### src/rtl/core/bprq_pkg.sv
// Shared types and codes of the bitmap priority run queue.
`default_nettype none

package bprq_pkg;

    // Fixed field widths of the command and result words
    localparam int TASK_W = 6;
    localparam int PRIO_W = 5;
    localparam int MAP_W  = 32;

    // Largest task table and level count that the field widths can address
    localparam int MAX_TASKS  = 2 ** TASK_W;
    localparam int MAX_LEVELS = 2 ** PRIO_W;

    typedef enum logic [1:0] {
        CMD_PUT = 2'd0,
        CMD_GET = 2'd1,
        CMD_DEL = 2'd2,
        CMD_NOP = 2'd3
    } cmd_t;

    typedef enum logic [1:0] {
        ST_OK         = 2'd0,
        ST_EMPTY      = 2'd1,
        ST_QUEUED     = 2'd2,
        ST_NOT_QUEUED = 2'd3
    } status_t;

    typedef enum logic [2:0] {
        S_IDLE,
        S_PUT_WR,
        S_GET_HEAD,
        S_DEL_LVL,
        S_DEL_WR
    } state_t;

    typedef struct packed {
        cmd_t              command;
        logic [TASK_W-1:0] task_id;
        logic [PRIO_W-1:0] priority_req;
    } req_t;

    typedef struct packed {
        status_t           status;
        logic [TASK_W-1:0] task_out;
        logic [PRIO_W-1:0] out_priority;
        logic [MAP_W-1:0]  nonempty_levels;
    } rsp_t;

endpackage

`default_nettype wire

### src/rtl/core/bprq_ram.sv
// Generic single-write, single-read RAM with registered read data.
`default_nettype none

module bprq_ram #(
    parameter int WIDTH = 8,
    parameter int DEPTH = 16
) (
    input  wire logic                     clk,
    input  wire logic                     we,
    input  wire logic [$clog2(DEPTH)-1:0] waddr,
    input  wire logic [WIDTH-1:0]         wdata,
    input  wire logic                     re,
    input  wire logic [$clog2(DEPTH)-1:0] raddr,
    output logic      [WIDTH-1:0]         rdata
);

    logic [WIDTH-1:0] mem [DEPTH];

    // Write port, and read port that holds its data while re is low
    always_ff @(posedge clk)
    begin
        if (we)
        begin
            mem[waddr] <= wdata;
        end
        if (re)
        begin
            rdata <= mem[raddr];
        end
    end

endmodule

`default_nettype wire

### src/rtl/core/bitmap_priority_run_queue.sv
// Top level of the bitmap priority run queue.
// Usage:
//   A command word (put, get, delete) is taken at a rising edge with start high
//   and busy low. Each command gives exactly one result word, shown on rsp for
//   one cycle with done high; the receiver must take it then.
//   Put appends a task to the FIFO of its level, get pops the head of the
//   lowest-numbered non-empty level, delete unlinks a task from its level.
// Sequencing:
//   Put reads the level table, then writes it and the link tables; get reads
//   the level table, then the head task's links, then writes back; delete
//   reads the task's level and links, then that level's head and tail, then
//   writes back. The result word is registered with the write-back. Rejected
//   commands (task queued or not queued, empty queue, unused code) give their
//   result straight from idle. Each table is a RAM with registered read data.
//   A new command can be taken in the cycle its predecessor's result shows.
// Reset:
//   Clears the level bitmap and the queued flags, so all levels are empty.
//   The RAM contents need no clearing; no entry's value is used before it is written.
`default_nettype none

module bitmap_priority_run_queue #(
    parameter int LEVELS = 32,
    parameter int TASKS  = 64
) (
    input  wire logic          clk,
    input  wire logic          rst_n,
    input  wire logic          start,
    input  wire bprq_pkg::req_t req,
    output logic               busy,
    output logic               done,
    output bprq_pkg::rsp_t     rsp
);

    import bprq_pkg::*;

    // Levels and tasks that the command fields can reach
    localparam int NL = (LEVELS < MAX_LEVELS) ? LEVELS : MAX_LEVELS;
    localparam int NT = (TASKS < MAX_TASKS) ? TASKS : MAX_TASKS;
    localparam int LW = $clog2(NL);
    localparam int TW = $clog2(NT);

    typedef struct packed {
        logic [TW-1:0] head;
        logic [TW-1:0] tail;
    } lvl_ent_t;

    // Control and status registers
    state_t        state_reg, state_next;
    logic [TW-1:0] t_reg, t_next;
    logic [LW-1:0] lv_reg, lv_next;
    logic          get_reg, get_next;
    logic [NL-1:0] bitmap_reg, bitmap_next;
    logic [NT-1:0] queued_reg, queued_next;
    logic          done_reg, done_next;
    rsp_t          rsp_reg, rsp_next;

    // RAM ports
    logic          lvl_we, lvl_re;
    logic [LW-1:0] lvl_waddr, lvl_raddr;
    lvl_ent_t      lvl_wdata, lvl_rdata;
    logic          nxt_we, prv_we, lev_we, task_re;
    logic [TW-1:0] nxt_waddr, prv_waddr, lev_waddr, task_raddr;
    logic [TW-1:0] nxt_wdata, prv_wdata, nxt_rdata, prv_rdata;
    logic [LW-1:0] lev_wdata, lev_rdata;

    // Decoded command fields
    logic [TW-1:0] t_in;
    logic          t_ok;
    logic [LW-1:0] pr_in;
    logic [LW-1:0] lv_low;
    logic          hit, is_head, is_tail;

    assign t_in  = TW'(req.task_id);
    assign t_ok  = int'(req.task_id) < TASKS;
    assign pr_in = (int'(req.priority_req) >= NL) ? LW'(NL - 1) : LW'(req.priority_req);

    // Find the lowest non-empty level
    always_comb
    begin
        lv_low = '0;
        for (int i = NL - 1; i >= 0; i--)
        begin
            if (bitmap_reg[i])
            begin
                lv_low = LW'(i);
            end
        end
    end

    assign hit     = bitmap_reg[lv_reg];
    assign is_head = (lvl_rdata.head == t_reg);
    assign is_tail = (lvl_rdata.tail == t_reg);

    // Head and tail of each level
    bprq_ram #(.WIDTH(2 * TW), .DEPTH(NL)) u_lvl_ram (
        .clk   (clk),
        .we    (lvl_we),
        .waddr (lvl_waddr),
        .wdata (lvl_wdata),
        .re    (lvl_re),
        .raddr (lvl_raddr),
        .rdata (lvl_rdata)
    );

    // Forward links of each task
    bprq_ram #(.WIDTH(TW), .DEPTH(NT)) u_nxt_ram (
        .clk   (clk),
        .we    (nxt_we),
        .waddr (nxt_waddr),
        .wdata (nxt_wdata),
        .re    (task_re),
        .raddr (task_raddr),
        .rdata (nxt_rdata)
    );

    // Backward links of each task
    bprq_ram #(.WIDTH(TW), .DEPTH(NT)) u_prv_ram (
        .clk   (clk),
        .we    (prv_we),
        .waddr (prv_waddr),
        .wdata (prv_wdata),
        .re    (task_re),
        .raddr (task_raddr),
        .rdata (prv_rdata)
    );

    // Level of each queued task
    bprq_ram #(.WIDTH(LW), .DEPTH(NT)) u_lev_ram (
        .clk   (clk),
        .we    (lev_we),
        .waddr (lev_waddr),
        .wdata (lev_wdata),
        .re    (task_re),
        .raddr (task_raddr),
        .rdata (lev_rdata)
    );

    // Sequence each command through its reads and write-back
    always_comb
    begin
        state_next  = state_reg;
        t_next      = t_reg;
        lv_next     = lv_reg;
        get_next    = get_reg;
        bitmap_next = bitmap_reg;
        queued_next = queued_reg;
        done_next   = 1'b0;
        rsp_next    = rsp_reg;

        lvl_we     = 1'b0;
        lvl_re     = 1'b0;
        lvl_waddr  = lv_reg;
        lvl_raddr  = pr_in;
        lvl_wdata  = lvl_rdata;
        nxt_we     = 1'b0;
        prv_we     = 1'b0;
        lev_we     = 1'b0;
        task_re    = 1'b0;
        nxt_waddr  = t_reg;
        prv_waddr  = t_reg;
        lev_waddr  = t_reg;
        task_raddr = t_in;
        nxt_wdata  = t_reg;
        prv_wdata  = t_reg;
        lev_wdata  = lv_reg;

        case (state_reg)
            S_IDLE:
            begin
                if (start)
                begin
                    case (req.command)
                        CMD_PUT:
                        begin
                            if (!t_ok || queued_reg[t_in])
                            begin
                                done_next = 1'b1;
                                rsp_next  = '{status: t_ok ? ST_QUEUED : ST_NOT_QUEUED,
                                              task_out: '0, out_priority: '0,
                                              nonempty_levels: MAP_W'(bitmap_reg)};
                            end
                            else
                            begin
                                lvl_re     = 1'b1;
                                lvl_raddr  = pr_in;
                                t_next     = t_in;
                                lv_next    = pr_in;
                                state_next = S_PUT_WR;
                            end
                        end
                        CMD_GET:
                        begin
                            if (bitmap_reg == '0)
                            begin
                                done_next = 1'b1;
                                rsp_next  = '{status: ST_EMPTY, task_out: '0,
                                              out_priority: '0,
                                              nonempty_levels: MAP_W'(bitmap_reg)};
                            end
                            else
                            begin
                                lvl_re     = 1'b1;
                                lvl_raddr  = lv_low;
                                lv_next    = lv_low;
                                get_next   = 1'b1;
                                state_next = S_GET_HEAD;
                            end
                        end
                        CMD_DEL:
                        begin
                            if (!t_ok || !queued_reg[t_in])
                            begin
                                done_next = 1'b1;
                                rsp_next  = '{status: ST_NOT_QUEUED, task_out: '0,
                                              out_priority: '0,
                                              nonempty_levels: MAP_W'(bitmap_reg)};
                            end
                            else
                            begin
                                task_re    = 1'b1;
                                task_raddr = t_in;
                                t_next     = t_in;
                                get_next   = 1'b0;
                                state_next = S_DEL_LVL;
                            end
                        end
                        default:
                        begin
                            done_next = 1'b1;
                            rsp_next  = '{status: ST_OK, task_out: '0, out_priority: '0,
                                          nonempty_levels: MAP_W'(bitmap_reg)};
                        end
                    endcase
                end
            end

            S_PUT_WR:
            begin
                // Link behind the old tail, or open the level
                lvl_we    = 1'b1;
                lvl_waddr = lv_reg;
                if (hit)
                begin
                    lvl_wdata = '{head: lvl_rdata.head, tail: t_reg};
                    nxt_we    = 1'b1;
                    nxt_waddr = lvl_rdata.tail;
                    nxt_wdata = t_reg;
                    prv_we    = 1'b1;
                    prv_waddr = t_reg;
                    prv_wdata = lvl_rdata.tail;
                end
                else
                begin
                    lvl_wdata           = '{head: t_reg, tail: t_reg};
                    bitmap_next[lv_reg] = 1'b1;
                end
                lev_we             = 1'b1;
                lev_waddr          = t_reg;
                lev_wdata          = lv_reg;
                queued_next[t_reg] = 1'b1;
                done_next          = 1'b1;
                rsp_next           = '{status: ST_OK, task_out: '0, out_priority: '0,
                                       nonempty_levels: MAP_W'(bitmap_next)};
                state_next         = S_IDLE;
            end

            S_GET_HEAD:
            begin
                // Head of the chosen level becomes the task to unlink
                t_next     = lvl_rdata.head;
                task_re    = 1'b1;
                task_raddr = lvl_rdata.head;
                state_next = S_DEL_WR;
            end

            S_DEL_LVL:
            begin
                lv_next    = lev_rdata;
                lvl_re     = 1'b1;
                lvl_raddr  = lev_rdata;
                state_next = S_DEL_WR;
            end

            S_DEL_WR:
            begin
                // Unlink the task; drop the level when it was the only one
                if (is_head && is_tail)
                begin
                    bitmap_next[lv_reg] = 1'b0;
                end
                else
                begin
                    lvl_we    = is_head || is_tail;
                    lvl_waddr = lv_reg;
                    lvl_wdata = '{head: is_head ? nxt_rdata : lvl_rdata.head,
                                  tail: is_tail ? prv_rdata : lvl_rdata.tail};
                    nxt_we    = !is_head;
                    nxt_waddr = prv_rdata;
                    nxt_wdata = nxt_rdata;
                    prv_we    = !is_tail;
                    prv_waddr = nxt_rdata;
                    prv_wdata = prv_rdata;
                end
                queued_next[t_reg] = 1'b0;
                done_next          = 1'b1;
                rsp_next           = '{status: ST_OK,
                                       task_out: get_reg ? TASK_W'(t_reg) : '0,
                                       out_priority: get_reg ? PRIO_W'(lv_reg) : '0,
                                       nonempty_levels: MAP_W'(bitmap_next)};
                state_next         = S_IDLE;
            end

            default:
            begin
                state_next = S_IDLE;
            end
        endcase
    end

    // Control state
    always_ff @(posedge clk or negedge rst_n)
    begin
        if (!rst_n)
        begin
            state_reg  <= S_IDLE;
            bitmap_reg <= '0;
            queued_reg <= '0;
            done_reg   <= 1'b0;
        end
        else
        begin
            state_reg  <= state_next;
            bitmap_reg <= bitmap_next;
            queued_reg <= queued_next;
            done_reg   <= done_next;
        end
    end

    // Command and result payload
    always_ff @(posedge clk)
    begin
        t_reg   <= t_next;
        lv_reg  <= lv_next;
        get_reg <= get_next;
        rsp_reg <= rsp_next;
    end

    assign busy = (state_reg != S_IDLE);
    assign done = done_reg;
    assign rsp  = rsp_reg;

endmodule

`default_nettype wire

### config.mk
export PLATFORM = sky130hd
export DESIGN_NAME = bitmap_priority_run_queue
export DESIGN_NICKNAME = d
export VERILOG_FILES = /design/src/rtl/core/bprq_pkg.sv /design/src/rtl/core/bprq_ram.sv /design/src/rtl/core/bitmap_priority_run_queue.sv
export SDC_FILE = /design/constraint.sdc
export NUM_CORES = 2
export LEC_CHECK = 0
export ABC_AREA = 1
export ABC_CLOCK_PERIOD_IN_PS = 8830
export BUFFER_PORTS_ARGS = -buffer_cell sky130_fd_sc_hd__buf_2
export CORE_AREA = 2 2 486 367
export CTS_CLUSTER_SIZE = 16
export DETAILED_ROUTE_END_ITERATION = 8
export DIE_AREA = 0 0 488 369
export PLACE_DENSITY = 0.54
export SYNTH_ARGS = -nofsm -noshare
export SYNTH_HDL_FRONTEND = slang
export SYNTH_SLANG_ARGS = --single-unit
### constraint.sdc
create_clock -name clk -period 8.83 [get_ports clk]
set_clock_uncertainty 0.05 [all_clocks]
set_input_delay 0.883 -clock clk [delete_from_list [all_inputs] [get_ports clk]]
set_output_delay 0.883 -clock clk [all_outputs]
set_load 0.02 [all_outputs]
==> run metrics <==
final setup violating endpoints 0; I/O Buffers slightly above 60; Root Buffer clkbuf_16; Clk Latency, worst-skew pair just over 800 ps; minimum clock period roughly 6300 ps; H-tree level count 4; Crit path required time ~9200 ps; CORE AREA ~0.17 mm^2; met2 routed WL 86000 um; setup bufs post-CTS 0; multiplexer share of the synthesized area 0; final hold vios 0; number of buffers created by CTS roughly 160; setup repair after global routing missed its margin false; vias per cell 5.73; final worst path period share 0.709; Die H roughly 370 um; placer congestion estimate 0.911; overall power slightly below 0.03 W; Crit Path Class reg2reg; Max Buffers Root-to-Sink 3; diode count 0; wire length of the first global-routing pass between 300000 and 400000 um; Synth Register Bits 1658; outcome finished clean; CTS tree done; Clock Pin Slew Worst Setup and Hold Paths about 70 ps; post-synthesis sequential area ratio 0.707; relative slew slack 0.107; largest registers u_lvl_ram.mem x384, u_nxt_ram.mem x384, u_prv_ram.mem x384; layout cells sized above 1 0.0771; number of remaining DRC errors 0; fmax 160 MHz; Resized Gates After CTS 0; crit end category flop; post-detail-place hpwl 122000 um; Avg Inst Size Synth 11.7 um^2; largest family of logic cells by synthesized area simple AND/OR/NAND/NOR gates; commonest cells after routing, fill and taps aside edfxtp_1, nor2_1, o21ai_0; die extent in x 488 um; area grow syn2layout 11.6%; Distinct cells, synth 41; Design Area, Final a little under 0.08 mm^2; Leak Pwr ~27 nW; Slew Limit Fails 0; antenna-violating nets left 0; Die ar. 0.180 mm^2; commonest non-fill, non-tap cell in the layout edfxtp_1; WP data arrival around 6700 ps; worst hold path type in2async; DR top layer met5; WL/cell ~25 um; setup TNS 0 ps; power density cells ~370 mW/mm^2; Main synth FF type edfxtp_1; Netlist Area Pre-Place roughly 0.07 mm^2; worst-path maximum fanout between 60 and 70; complex-gate fraction of the synthesized area 0.115; initial antenna violation count 6; synthesized net count between 5000 and 6000; WL met3 ~18000 um; Ys Warns 0; max cap viols 0; FILL cells roughly 16000; asr flop ratio synth 0.0603; Adder-Cell Fraction of Synth Area 0.000897; GRT Util Overall 0.226; layout net count 5911; Congestion Overflow GR 0; area fraction in and, or, nand and nor cells after synthesis 0.133; I/O pin count between 60 and 70; largest net degree at the start of global routing ~210; Post-Synth XOR/XNOR Area 0.000879; Worst Max-Slew Pin Slew 1340 ps; Total Wirelength around 210000 um; vias in the first global route approximately 45000; M1 wire length between 90000 and 100000 um; DR vias ~48000; Setup crit start kind flop; DRT Pass-1 Iters 6; peak supply drop approximately 0.32 mV; post-detailed-placement cell area between 0.07 and 0.08 mm^2; starting density of the core 0.399; EDFF count, synth 1558; clock sinks around 1700; FP Rows 133; Syn Inst Count 5955; cts hold-fix bufs 0; DR iter-0 viols 6319
synthesized netlist by cell type, types with 2 or more instances:
cell,count,share of area
o22ai_1,163,0.015
nand2_1,606,0.033
a22oi_1,16,0.0017
o221a_2,8,0.0013
dfrtp_1,100,0.036
clkbuf_1,332,0.018
a221oi_1,2,0.00025
nor2_1,876,0.047
buf_6,2,0.00032
buf_2,33,0.0024
a31oi_1,60,0.0054
o21ai_1,8,0.00057
ha_1,5,0.00090
a21oi_1,33,0.0024
nand4_1,2,0.00018
o211ai_1,153,0.016
clkinv_1,9,0.00048
o221ai_1,171,0.021
inv_1,370,0.020
buf_1,12,0.00065
o21bai_1,2,0.00022
nand3b_1,60,0.0065
nor4_1,2,0.00018
buf_4,11,0.0012
edfxtp_1,1558,0.67
nor3_1,101,0.0072
o21ai_0,699,0.050
inv_2,9,0.00048
xor2_1,7,0.00088
nand2_2,2,0.00018
nand3_1,533,0.038
through the flow:
stage,std cells,worst slack [ps],hold WS [ps],util
finish,8383,2570,53.8,0.445
global route,8383,2080,60.7,0.445
CTS,8382,2580,23.0,0.445
detailed placement,8087,2630,411,0.415
global placement,8087,2720,412,0.415
floorplan,5955,2470,387,-
logic make-up (layout without fill, tap and decap cells):
kind of cell	Yosys count	count (layout)
DFF	1658	1658
buffers and inverters	778	844
AOI/OAI and AO/OA	1322	1322
and+or+nand+nor	2185	2185
xor gates and xnor gates	7	7
adders and majority gates	5	5
metal layers:
layer | track usage | up-vias
met1 | 0.361 | 24000
met5 | 0 | -
met3 | 0.0412 | 294
li1 | - | 21600
met4 | 0.0540 | 4
met2 | 0.313 | 2147
area by class of cell:
type	count	area, um^2	share of cell area
multi-input combinational	3519	17800	0.228
tap	2362	2960	0.0380
clock buffer	202	4310	0.0554
sequential	1658	49300	0.633
timing repair buffer	161	1130	0.0145
inverter	388	1480	0.0190
clock inverter	93	880	0.0113
report_power, final:
group	switching (W)	total [W]	internal [W]
registers	0.000285	0.0111	0.0108
clock network	0.00302	0.00690	0.00388
logic	0.00872	0.0111	0.00242
total	0.0120	0.0291	0.0171
worst max-delay path, stage by stage, from the launching register on:
cell and delay, ps:
edfxtp_1 410, buf_4 580, nand2_1 540, o22ai_1 310, nor2_1 70, o21ai_0 190, a221oi_1 80, nand2_1 460
inv_1 260, nor2_1 310, inv_1 140, nand2_1 100, o21ai_0 150, nand2_2 90, buf_4 600, nand2_1 210
inv_1 140, nand2_1 500, nor2_1 670
final timing paths:
check                                  start  cells past startpoint                    endpoint  slack [ps]
worst min register to register  state_reg[2]                      1                state_reg[2]         420
worst max register to register  lev_wdata[1]                     18        u_nxt_ram.mem[30][1]        2570
min in group clk                state_reg[2]                      1                state_reg[2]         420
worst min-delay path                   rst_n                      1                        done          50
max in group asynchronous              rst_n                      2  asynchronous set/reset pin        7310
worst max-delay path            lev_wdata[1]                     18        u_nxt_ram.mem[30][1]        2570
No activity file was read; power rests on OpenSTA's default activity.
